[src/rtl/dqnp_pkg.sv]
// ----------------------------------------------------------------------------
// dqnp_pkg: shared types and constants for the DNS question name parser
// Holds the phase and result codes, the parser state and result word records
// and the header and label limits used by the modules of the block.
// ----------------------------------------------------------------------------
package dqnp_pkg;

	localparam int unsigned HeaderBytes = 12;
	localparam int unsigned LabelLimit  = 64;

	localparam logic [7:0] DotChar = 8'h2E;

	// Parser phases.
	localparam logic [2:0] PH_HEADER    = 3'd0;
	localparam logic [2:0] PH_LENGTH    = 3'd1;
	localparam logic [2:0] PH_LABEL     = 3'd2;
	localparam logic [2:0] PH_TYPECLASS = 3'd3;
	localparam logic [2:0] PH_TRAILER   = 3'd4;

	// Result kinds.
	localparam logic [1:0] KIND_CHAR   = 2'd0;
	localparam logic [1:0] KIND_DONE   = 2'd1;
	localparam logic [1:0] KIND_BADLEN = 2'd2;
	localparam logic [1:0] KIND_EARLY  = 2'd3;

	typedef struct packed {
		logic [2:0]  phase;
		logic [5:0]  count;
		logic        first_label;
		logic [23:0] type_class;
	} parse_state_t;

	typedef struct packed {
		logic [1:0]  result_kind;
		logic [7:0]  name_char;
		logic [15:0] query_type;
		logic [15:0] query_class;
	} result_word_t;

	localparam parse_state_t StateReset = '{
		phase:       PH_HEADER,
		count:       6'd0,
		first_label: 1'b1,
		type_class:  24'd0
	};

endpackage

[src/rtl/dqnp_if.sv]
// ----------------------------------------------------------------------------
// dqnp_byte_if / dqnp_result_if: valid-ready channels of the parser
// The byte channel carries one message byte and its end mark; the result
// channel carries one parser result word.
// ----------------------------------------------------------------------------
interface dqnp_byte_if;
	logic       valid;
	logic       ready;
	logic [7:0] data_byte;
	logic       end_of_packet;

	modport source (output valid, output data_byte, output end_of_packet, input ready);
	modport sink (input valid, input data_byte, input end_of_packet, output ready);
endinterface

interface dqnp_result_if;
	logic        valid;
	logic        ready;
	logic [1:0]  result_kind;
	logic [7:0]  name_char;
	logic [15:0] query_type;
	logic [15:0] query_class;

	modport source (output valid, output result_kind, output name_char,
		output query_type, output query_class, input ready);
	modport sink (input valid, input result_kind, input name_char,
		input query_type, input query_class, output ready);
endinterface

[src/rtl/dns_question_name_parser.sv]
// ----------------------------------------------------------------------------
// dns_question_name_parser: streaming parser of the first DNS question name
// Takes a DNS message a byte per word and reports the name characters,
// the query type and class, and malformed-message errors.
// ----------------------------------------------------------------------------
// Usage:
//   The data channel takes one message byte per word, with end_of_packet set
//   on the last byte. The first twelve bytes (the header) are skipped. Each
//   byte of the first question name then yields a result word of kind 0
//   carrying the character, with a dot word between labels. After the zero
//   terminator, the fourth type and class byte yields one kind 1 word with
//   query_type and query_class. A label length of 64 or more yields kind 2,
//   and an end mark before the question is complete yields kind 3. Bytes
//   after the question or after an error give no word; every end mark
//   returns the parser to the header phase.
//   Throughput is one byte per cycle while the receiver keeps taking results.
//   A byte is registered at acceptance, in the input stage or, during a stall,
//   in the skid register, and its result word, if any, is loaded into the
//   output register when the input stage moves on. The step logic is a
//   single pass between the input register and the output register. When
//   the receiver stalls, a one-word skid register on the input side absorbs
//   one more byte, and then ready drops until the output register drains.
//   Reset clears all valid flags and puts the parser in the header phase
//   with no label seen.
// ----------------------------------------------------------------------------
module dns_question_name_parser
	import dqnp_pkg::*;
(
	input  logic          clk,
	input  logic          arst_n,
	dqnp_byte_if.sink     data,
	dqnp_result_if.source result
);

	// Skid register in front of the input stage.
	logic         skid_valid_q;
	logic [7:0]   skid_byte_q;
	logic         skid_eop_q;

	// Input stage.
	logic         valid_s1;
	logic [7:0]   byte_s1;
	logic         eop_s1;

	// Parser state and output register.
	parse_state_t state_q;
	logic         out_valid_q;
	result_word_t out_word_q;

	parse_state_t next_state;
	logic         has_result;
	result_word_t step_word;

	logic         accept_in;
	logic         out_free;
	logic         advance;
	logic         load_s1;

	assign data.ready = !skid_valid_q;
	assign accept_in  = data.valid && data.ready;
	assign out_free   = !out_valid_q || result.ready;
	assign advance    = valid_s1 && out_free;
	// The input stage takes a new byte whenever it is empty or moving on.
	assign load_s1    = !valid_s1 || out_free;

	dqnp_step u_step (
		.state        (state_q),
		.data_byte    (byte_s1),
		.end_of_packet(eop_s1),
		.next_state   (next_state),
		.has_result   (has_result),
		.result       (step_word)
	);

	always_ff @(posedge clk or negedge arst_n) begin
		if (!arst_n) begin
			skid_valid_q <= 1'b0;
			valid_s1     <= 1'b0;
		end else begin
			if (load_s1) begin
				valid_s1     <= skid_valid_q || accept_in;
				skid_valid_q <= 1'b0;
			end else if (accept_in) begin
				skid_valid_q <= 1'b1;
			end
		end
	end

	always_ff @(posedge clk) begin
		if (load_s1) begin
			if (skid_valid_q) begin
				byte_s1 <= skid_byte_q;
				eop_s1  <= skid_eop_q;
			end else begin
				byte_s1 <= data.data_byte;
				eop_s1  <= data.end_of_packet;
			end
		end else if (accept_in) begin
			skid_byte_q <= data.data_byte;
			skid_eop_q  <= data.end_of_packet;
		end
	end

	always_ff @(posedge clk or negedge arst_n) begin
		if (!arst_n) begin
			state_q     <= StateReset;
			out_valid_q <= 1'b0;
		end else begin
			if (advance) begin
				state_q     <= next_state;
				out_valid_q <= has_result;
			end else if (result.ready) begin
				out_valid_q <= 1'b0;
			end
		end
	end

	always_ff @(posedge clk) begin
		if (advance && has_result) begin
			out_word_q <= step_word;
		end
	end

	assign result.valid       = out_valid_q;
	assign result.result_kind = out_word_q.result_kind;
	assign result.name_char   = out_word_q.name_char;
	assign result.query_type  = out_word_q.query_type;
	assign result.query_class = out_word_q.query_class;

	// The skid register only fills behind an occupied input stage.
	assert property (@(posedge clk) disable iff (!arst_n) skid_valid_q |-> valid_s1)
		else $error("skid register holds a byte while the input stage is empty");

	// A label in progress always has bytes left to take.
	assert property (@(posedge clk) disable iff (!arst_n)
		(state_q.phase == PH_LABEL) |-> (state_q.count != 6'd0))
		else $error("label phase with zero bytes remaining");

	// No more than three type and class bytes are ever held.
	assert property (@(posedge clk) disable iff (!arst_n)
		(state_q.phase == PH_TYPECLASS) |-> (state_q.count <= 6'd3))
		else $error("type and class byte count overran");

	// The header phase is only entered with the first-label flag set.
	assert property (@(posedge clk) disable iff (!arst_n)
		(state_q.phase == PH_HEADER) |-> state_q.first_label)
		else $error("header phase with first-label flag cleared");

endmodule

[src/rtl/dqnp_step.sv]
// ----------------------------------------------------------------------------
// dqnp_step: next-state and result logic of the parser
// Given the current parser state and one message byte, computes the state
// after that byte and the result word it produces, if any.
// ----------------------------------------------------------------------------
module dqnp_step
	import dqnp_pkg::*;
(
	input  parse_state_t state,
	input  logic [7:0]   data_byte,
	input  logic         end_of_packet,
	output parse_state_t next_state,
	output logic         has_result,
	output result_word_t result
);

	logic [5:0] count_inc;
	logic [5:0] count_dec;
	logic       finished;

	assign count_inc = state.count + 6'd1;
	assign count_dec = state.count - 6'd1;

	always_comb begin
		next_state = state;
		has_result = 1'b0;
		result     = '0;
		finished   = 1'b0;

		unique case (state.phase)
			PH_HEADER: begin
				next_state.count = count_inc;
				if (count_inc >= 6'(HeaderBytes)) begin
					next_state.phase = PH_LENGTH;
					next_state.count = 6'd0;
				end
			end
			PH_LENGTH: begin
				if (data_byte == 8'd0) begin
					next_state.phase      = PH_TYPECLASS;
					next_state.count      = 6'd0;
					next_state.type_class = 24'd0;
				end else if (data_byte >= 8'(LabelLimit)) begin
					has_result         = 1'b1;
					result.result_kind = KIND_BADLEN;
					next_state.phase   = PH_TRAILER;
					finished           = 1'b1;
				end else begin
					if (!state.first_label) begin
						has_result         = 1'b1;
						result.result_kind = KIND_CHAR;
						result.name_char   = DotChar;
					end
					next_state.first_label = 1'b0;
					next_state.count       = data_byte[5:0];
					next_state.phase       = PH_LABEL;
				end
			end
			PH_LABEL: begin
				has_result         = 1'b1;
				result.result_kind = KIND_CHAR;
				result.name_char   = data_byte;
				next_state.count   = count_dec;
				if (count_dec == 6'd0) begin
					next_state.phase = PH_LENGTH;
				end
			end
			PH_TYPECLASS: begin
				if (state.count >= 6'd3) begin
					has_result         = 1'b1;
					result.result_kind = KIND_DONE;
					result.query_type  = state.type_class[23:8];
					result.query_class = {state.type_class[7:0], data_byte};
					next_state.phase   = PH_TRAILER;
					finished           = 1'b1;
				end else begin
					next_state.type_class = {state.type_class[15:0], data_byte};
					next_state.count      = count_inc;
				end
			end
			default: begin
				// Trailer and the unused codes: bytes are dropped.
				finished = 1'b1;
			end
		endcase

		if (end_of_packet) begin
			if (!finished) begin
				has_result         = 1'b1;
				result             = '0;
				result.result_kind = KIND_EARLY;
			end
			next_state = StateReset;
		end
	end

endmodule
[src/flat_wrapper.sv]
// flat-port wrapper written by rule: the top's interface ports become plain ports
module dns_question_name_parser_flat import dqnp_pkg::*;
  (clk, arst_n, data_valid, data_data_byte, data_end_of_packet, data_ready, result_valid, result_result_kind, result_name_char, result_query_type, result_query_class, result_ready);
  dqnp_byte_if data_i ();
  dqnp_result_if result_i ();
  input  logic clk;
  input  logic arst_n;
  input wire logic [$bits(data_i.valid)-1:0] data_valid;
  input wire logic [$bits(data_i.data_byte)-1:0] data_data_byte;
  input wire logic [$bits(data_i.end_of_packet)-1:0] data_end_of_packet;
  output wire logic [$bits(data_i.ready)-1:0] data_ready;
  output wire logic [$bits(result_i.valid)-1:0] result_valid;
  output wire logic [$bits(result_i.result_kind)-1:0] result_result_kind;
  output wire logic [$bits(result_i.name_char)-1:0] result_name_char;
  output wire logic [$bits(result_i.query_type)-1:0] result_query_type;
  output wire logic [$bits(result_i.query_class)-1:0] result_query_class;
  input wire logic [$bits(result_i.ready)-1:0] result_ready;
  assign data_i.valid = data_valid;
  assign data_i.data_byte = data_data_byte;
  assign data_i.end_of_packet = data_end_of_packet;
  assign data_ready = data_i.ready;
  assign result_valid = result_i.valid;
  assign result_result_kind = result_i.result_kind;
  assign result_name_char = result_i.name_char;
  assign result_query_type = result_i.query_type;
  assign result_query_class = result_i.query_class;
  assign result_i.ready = result_ready;
  dns_question_name_parser u_core (.clk(clk), .arst_n(arst_n), .data(data_i), .result(result_i));
endmodule
[config.mk]
export PLATFORM = sky130hd
export DESIGN_NAME = dns_question_name_parser_flat
export DESIGN_NICKNAME = d
export VERILOG_FILES = /design/src/rtl/dqnp_pkg.sv /design/src/rtl/dqnp_if.sv /design/src/rtl/dns_question_name_parser.sv /design/src/rtl/dqnp_step.sv /design/src/flat_wrapper.sv
export SDC_FILE = /design/constraint.sdc
export NUM_CORES = 1
export LEC_CHECK = 0
export BUFFER_PORTS_ARGS = -buffer_cell sky130_fd_sc_hd__buf_2
export CAP_MARGIN = 20
export CORE_MARGIN = 5
export CORE_UTILIZATION = 50
export CTS_BUF_LIST = sky130_fd_sc_hd__clkbuf_8
export CTS_CLUSTER_SIZE = 24
export DETAILED_ROUTE_END_ITERATION = 12
export GPL_TIMING_DRIVEN = 0
export PLACE_DENSITY_LB_ADDON = 0.08
export SETUP_SLACK_MARGIN = 0.4
export SLEW_MARGIN = 20
export SYNTH_ARGS = -nofsm -noshare
export SYNTH_HDL_FRONTEND = slang
export SYNTH_SLANG_ARGS = --single-unit
[constraint.sdc]
create_clock -name clk -period 2.7 [get_ports clk]
set_input_delay 0.135 -clock clk [delete_from_list [all_inputs] [get_ports clk]]
set_output_delay 0.135 -clock clk [all_outputs]
set_load 0.01 [all_outputs]
### Word-level counts from Yosys, hierarchy flattened

Index checks and enable logic that the tools add are counted.

* add/subtract/negate cells: 2
* $mul: 0
* div/mod/pow operators: 0
* magnitude comparators: 3
* equal/unequal tests: 11
* shift-type cells: 0
* muxes and demuxes: 41
* bitwise gates (word level): 1
* reductions and logical operators: 23

Operator list (count)
* 42-bit two-way mux: 2
* 32-bit two-way mux: 2
* 24-bit two-way mux: 2
* 24-bit case mux with 2 select lines: 1
* 9-bit case mux with 4 select lines: 1
* 34-bit two-way mux: 1
* 9-bit two-way mux: 2
* 1-bit two-way mux: 16
* 8-bit two-way mux: 2
* 8-bit case mux with 2 select lines: 1
* 3-bit by 2-bit != test with 1-bit output, second input constant: 5
* 6-bit two-way mux: 2
* 4-bit AND reduction: 3
* 10-bit two-way mux: 1
* 3-bit two-way mux: 3
* 8-bit by 7-bit greater-or-equal comparator with 1-bit output, second input constant: 1
* 8-bit logical NOT: 1
* 7-bit two-way mux: 1
* 6-bit by 1-bit adder with 6-bit output, second input constant: 1
* 3-bit by 2-bit == test with 1-bit output, second input constant: 2
* 6-bit by 2-bit greater-or-equal comparator with 1-bit output, second input constant: 1
* 6-bit by 4-bit greater-or-equal comparator with 1-bit output, second input constant: 1
* 6-bit logical NOT: 1
* 1-bit case mux with 3 select lines: 2
* other kinds (17): 26

* register bits after elaboration: 97
* latch bits: 0
* memory bits (writable): 0
* memory bits (read-only): 0
* output and inout port bits: 44
* logic and storage cells: 96
* memories: 0

### Depth between registers and ports, before layout

* word-level depth: 7
* depth in mapped cells: 8
* depth with buffers taken out: 7

### By module

From an unflattened synthesis, not the netlist that was laid out.

* cells, all modules: 371
* area, all modules: 4951.0 um^2

By module, submodules not included
* dns_question_name_parser: instances 1, cells each 156, area each 3462.1 um^2
* dqnp_step: instances 1, cells each 215, area each 1488.9 um^2

### Worst setup path after synthesis

No wires, ideal clock.

* kind: flip-flop to flip-flop
* start: register u_core.state_q[26] (netlist name)
* end: register u_core.out_word_q, in the netlist u_core.result.name_char[0] (enable)
* arrival: 2.505 ns
* data required time: 2.285 ns
* path slack: -0.220 ns
* stages on the path, launching flop included: 6
* path buffers: 1
* clock period less this slack: 2.920 ns
* path through: dfrtp_1 > ha_1 > buf_2 > nor2_2 > a311o_2 > a21oi_2

* longest elaborated chain between the ends: 6
* elaborated cells between the ends (all ways): 7
* classes of those cells: order compare (1); mux (5); reduce/logical (1)

Ends and longest elaborated chain
* start: declaration: line dns_question_name_parser.sv:46 `parse_state_t state_q;`
* start signal: assignment: line dns_question_name_parser.sv:106 `state_q <= StateReset;`
* start signal: assignment: line dns_question_name_parser.sv:110 `state_q <= next_state;`
* 6-bit by 2-bit greater-or-equal comparator with 1-bit output (*): line dqnp_step.sv:69 `if (state.count >= 6'd3) begin`
* 1-bit two-way mux (*): line dqnp_step.sv:69
* 1-bit case mux with 3 select lines: line dqnp_step.sv:30 `unique case (state.phase)`
* 1-bit two-way mux: line dqnp_step.sv:88 `if (!finished) begin`
* 1-bit two-way mux (*): line dqnp_step.sv:87 `if (end_of_packet) begin`
* 1-bit logical AND (*): line dns_question_name_parser.sv:119 `if (advance && has_result) begin`
* end signal: assignment: line dns_question_name_parser.sv:120 `out_word_q <= step_word;`
* end: declaration: line dns_question_name_parser.sv:48 `result_word_t out_word_q;`

Mark *: on every way between the ends. The rest lies on a longest branch, timed or not.
A chain may end at the register's enable or synchronous reset.

### Worst setup path in the final report

* start: register u_core.state_q[26] (netlist name)
* end: register u_core.state_q[14] (netlist name)

* longest elaborated chain between the ends: 3

Ends and longest elaborated chain (line)
* 6-bit by 2-bit greater-or-equal comparator with 1-bit output: dqnp_step.sv:69
* 3-bit by 2-bit != test with 1-bit output (no line)
* 4-bit AND reduction (no line)

Every way passes these cells.

==> flow_summary.yaml <==
clocking:
  cts-root-buf: "clkbuf_8"
  clock_path_buffers: 2
  numCtsBuffers: 9
  clock_transition_at_the_registers_of_the_reported_paths_ns: 0.09
  numClockSinks: 97
  clock_tree.htree_level_count: 3
  clk_latency_ns: 0.36
  cts_tree: "built"
logic_synthesis:
  synth_seq_cells: 97
  synthCells: 402
  synthesis.area_um2: 4730
  post_synth_main_area_contributors: "edfxtp_1 (38%), dfrtp_1 (19%), and2_1 (7.7%)"
  ys_seq_area_share_pct: 57.7
  synth.top_cell.area_share_pct: 38.1
  avgSynthCellArea_um2: 11.8
  synth_commonest_cells: "edfxtp_1 (60), and2_1 (58), nand2_1 (38), dfrtp_1 (36), mux2i_1 (25)"
  synth_enable_flop_cells: 60
  synthFlopType: "edfxtp_1"
  ys_warn_count: 0
  syn_nets: 418
  postSynth.asyncResetShare_pct: 38.1
  yosys.cell_count.top_type: "edfxtp_1"
  post_synth_num_cell_types: 62
  netlist.top_cell.by_area: "edfxtp_1"
setup_path:
  timing.reg2reg.setup_slack_ns: 0.56
  critical_path.endpoint_type: "flop"
  data_required_time_at_the_worst_endpoint_ns: 2.93
  startpoint_to_endpoint_class_of_the_critical_path: "flop to flop"
  setup.worst_path.start_class: "flop"
  arrival_ns: 2.37
  timing.critical_path.fanout_max: 10
grt:
  grt_first_pass_wirelength_um: 17000
  first_global_vias: 3235
  globalRoute.totalOverflow: 0
  grt_antenna_before_repair: 0
  grt_start_max_net_pins: 38
  grt_util_all_layers_pct: 19.1
sta:
  final_hold_viol_count: 0
  final-max-slew-violation-count: 0
  fmaxAchievable_ghz: 0.468
  grt_setup_unrepaired: "no"
  final_min_period_over_clock_period_pct: 79.2
  finalClockSkew_ns: 0.0159
  worstMarginPinSlew_ns: 0.911
  timing.max_slew.rel_slack_pct: 39.3
  period_needed_ns: 2.14
  setup_viol: 0
drt:
  viasPerCell: 5.45
  routed_wirelength_um: 10600
  detailedRoute.firstPassIterationCount: 4
  average_routed_wire_per_standard_cell_um: 17.2
  dr_top_layer: "met4"
  met2RoutedLength_um: 4780
  m1WireLength_um: 5160
  first_iter_violations: 199
  number_of_antenna_violating_nets_in_the_routed_design: 0
  detail_route.drc_violations: 0
  wl_met3_um: 530
  route.vias.total: 3360
power:
  power-per-cell-area_nw_per_um2: 581
  design_power_total_uw: 3240
  vdd_drop_max_v: 0.000333
  power.static_leakage_uw: 0.00217
placement:
  globalplace.congestion: 0.900
  dpl.hpwl_um: 7100
  port-buffer-count: 56
finish:
  n_fill_cell: 753
  multiInputGateArea_um2: 1870
  antenna_cells_inserted: 0
  utilization_pct: 60.4
  num-nets-final: 498
  drive_gt1_share_pct: 24.0
  seqCellArea_um2: 2730
  p_r_area_growth_vs_syn_pct: 17.8
run:
  maxCapViolations: 0
floorplanning:
  initial_utilization_pct: 51.2
  io_pins: 57
  fp.dieArea_um2: 11500
  die_y_um: 107
  fp.coreArea_um2: 9240
  placement_rows: 35
  die_w_um: 107
run_status:
  outcome: "complete, no violations"
worst_hold_path:
  min-delay-path-class: "input port to flop"
[timing repair]
| action | 4_1_cts | 5_1_grt |
|---|---|---|
| hold endpoints to repair | 46 | 0 |
| gates resized for setup | 0 | 1 |
| setup endpoints to repair | 25 | 6 |
| hold buffers | 11 | 0 |
| pin swaps | 1 | 0 |
| buffers inserted | 1 | 0 |
[routing by layer]
metal  vias up  GRT usage [%]
met5         -              0
met4         0           6.03
met3         8           2.76
li1       1620              -
met1      1638           29.4
met2        94           28.0
[cell type report]
type	instances	area share [%]
multi-input combinational	272	33.5
sequential	97	48.9
buffer	26	2.71
clock buffer	10	2.47
tap	129	2.89
timing repair buffer	69	7.85
inverter	7	0.471
clock inverter	6	1.19
[state kept, by name, summed over array words and instances, names as in the netlist]
name,count
u_core.result.query_type,16
u_core.valid_s1,1
u_core.skid_eop_q,1
u_core.byte_s1,8
u_core.skid_valid_q,1
u_core.eop_s1,1
u_core.skid_byte_q,8
u_core.result.valid,1
u_core.result.query_class,16
u_core.result.name_char,8
u_core.result.result_kind,2
u_core.state_q,34
[power breakdown]
part           switching [uW]  internal [uW]  total (uW)
logic                     316            204         520
clock network             511            455         967
registers                74.4           1680        1760
[critical path, cell delays in order (launching register included)]
cell	delay [ns]
dfrtp_2	0.49
ha_4	0.18
buf_6	0.14
nor3_1	0.24
nand2_1	0.15
o22ai_4	0.31
buf_8	0.21
mux2i_1	0.20
o21ai_1	0.07
[per-stage QoR]
step | cell area (um2) | std cells | setup slack (ns) | hold WS [ns] | setup TNS [ns]
after floorplan | 4760 | 402 | 0.409 | -0.161 | 0
after global placement | 5200 | 587 | -0.0500 | 0.302 | -1.92
after detailed placement | 5240 | 588 | 0.241 | 0.324 | 0
after CTS | 5570 | 616 | 0.534 | 0.192 | 0
after global routing | 5580 | 616 | 0.453 | 0.202 | 0
final | 5580 | 616 | 0.563 | 0.196 | 0
[layout by cell type (no fill, tap or decap), drive strengths merged, types with 11 or more instances in the layout]
| master | synthesis | final |
|---|---|---|
| nor2 | 17 | 17 |
| mux2i | 25 | 25 |
| clkbuf | 13 | 23 |
| buf | 13 | 71 |
| edfxtp | 60 | 60 |
| nor3 | 11 | 11 |
| nand2 | 39 | 39 |
| o21ai | 32 | 32 |
| and2 | 59 | 59 |
| dfrtp | 36 | 36 |
| dlygate4sd3 | 0 | 11 |
[logic make-up (layout without fill, tap and decap cells)]
family	after synthesis	count (layout)	share of synthesized area, %
XOR/XNOR	3	3	0.555
buffers and inverters	33	118	3.57
multiplexers	34	34	7.43
AND/OR/NAND/NOR	154	154	18.2
adder cells (fa/ha/maj)	3	3	0.793
flip-flops	97	97	57.7
AO/OA/AOI/OAI	78	78	11.8
[path summary, 6_finish.rpt]
check / start / to / cells after the start
worst max-delay path: u_core.state_q[26]$_DFFE_PN0P_ / u_core.state_q[14]$_DFFE_PN0P_ / 8
worst min-delay path: result_ready / u_core.result.valid$_DFFE_PN0P_ / 3
worst max register to register: u_core.state_q[26]$_DFFE_PN0P_ / u_core.state_q[14]$_DFFE_PN0P_ / 8
worst min register to register: u_core.state_q[24]$_DFFE_PN1P_ / u_core.state_q[24]$_DFFE_PN1P_ / 2
max in group asynchronous: arst_n / u_core.state_q[26]$_DFFE_PN0P_ / 2
min in group asynchronous: arst_n / u_core.state_q[32]$_DFFE_PN0P_ / 2
Power figures use the tool's default switching activity.
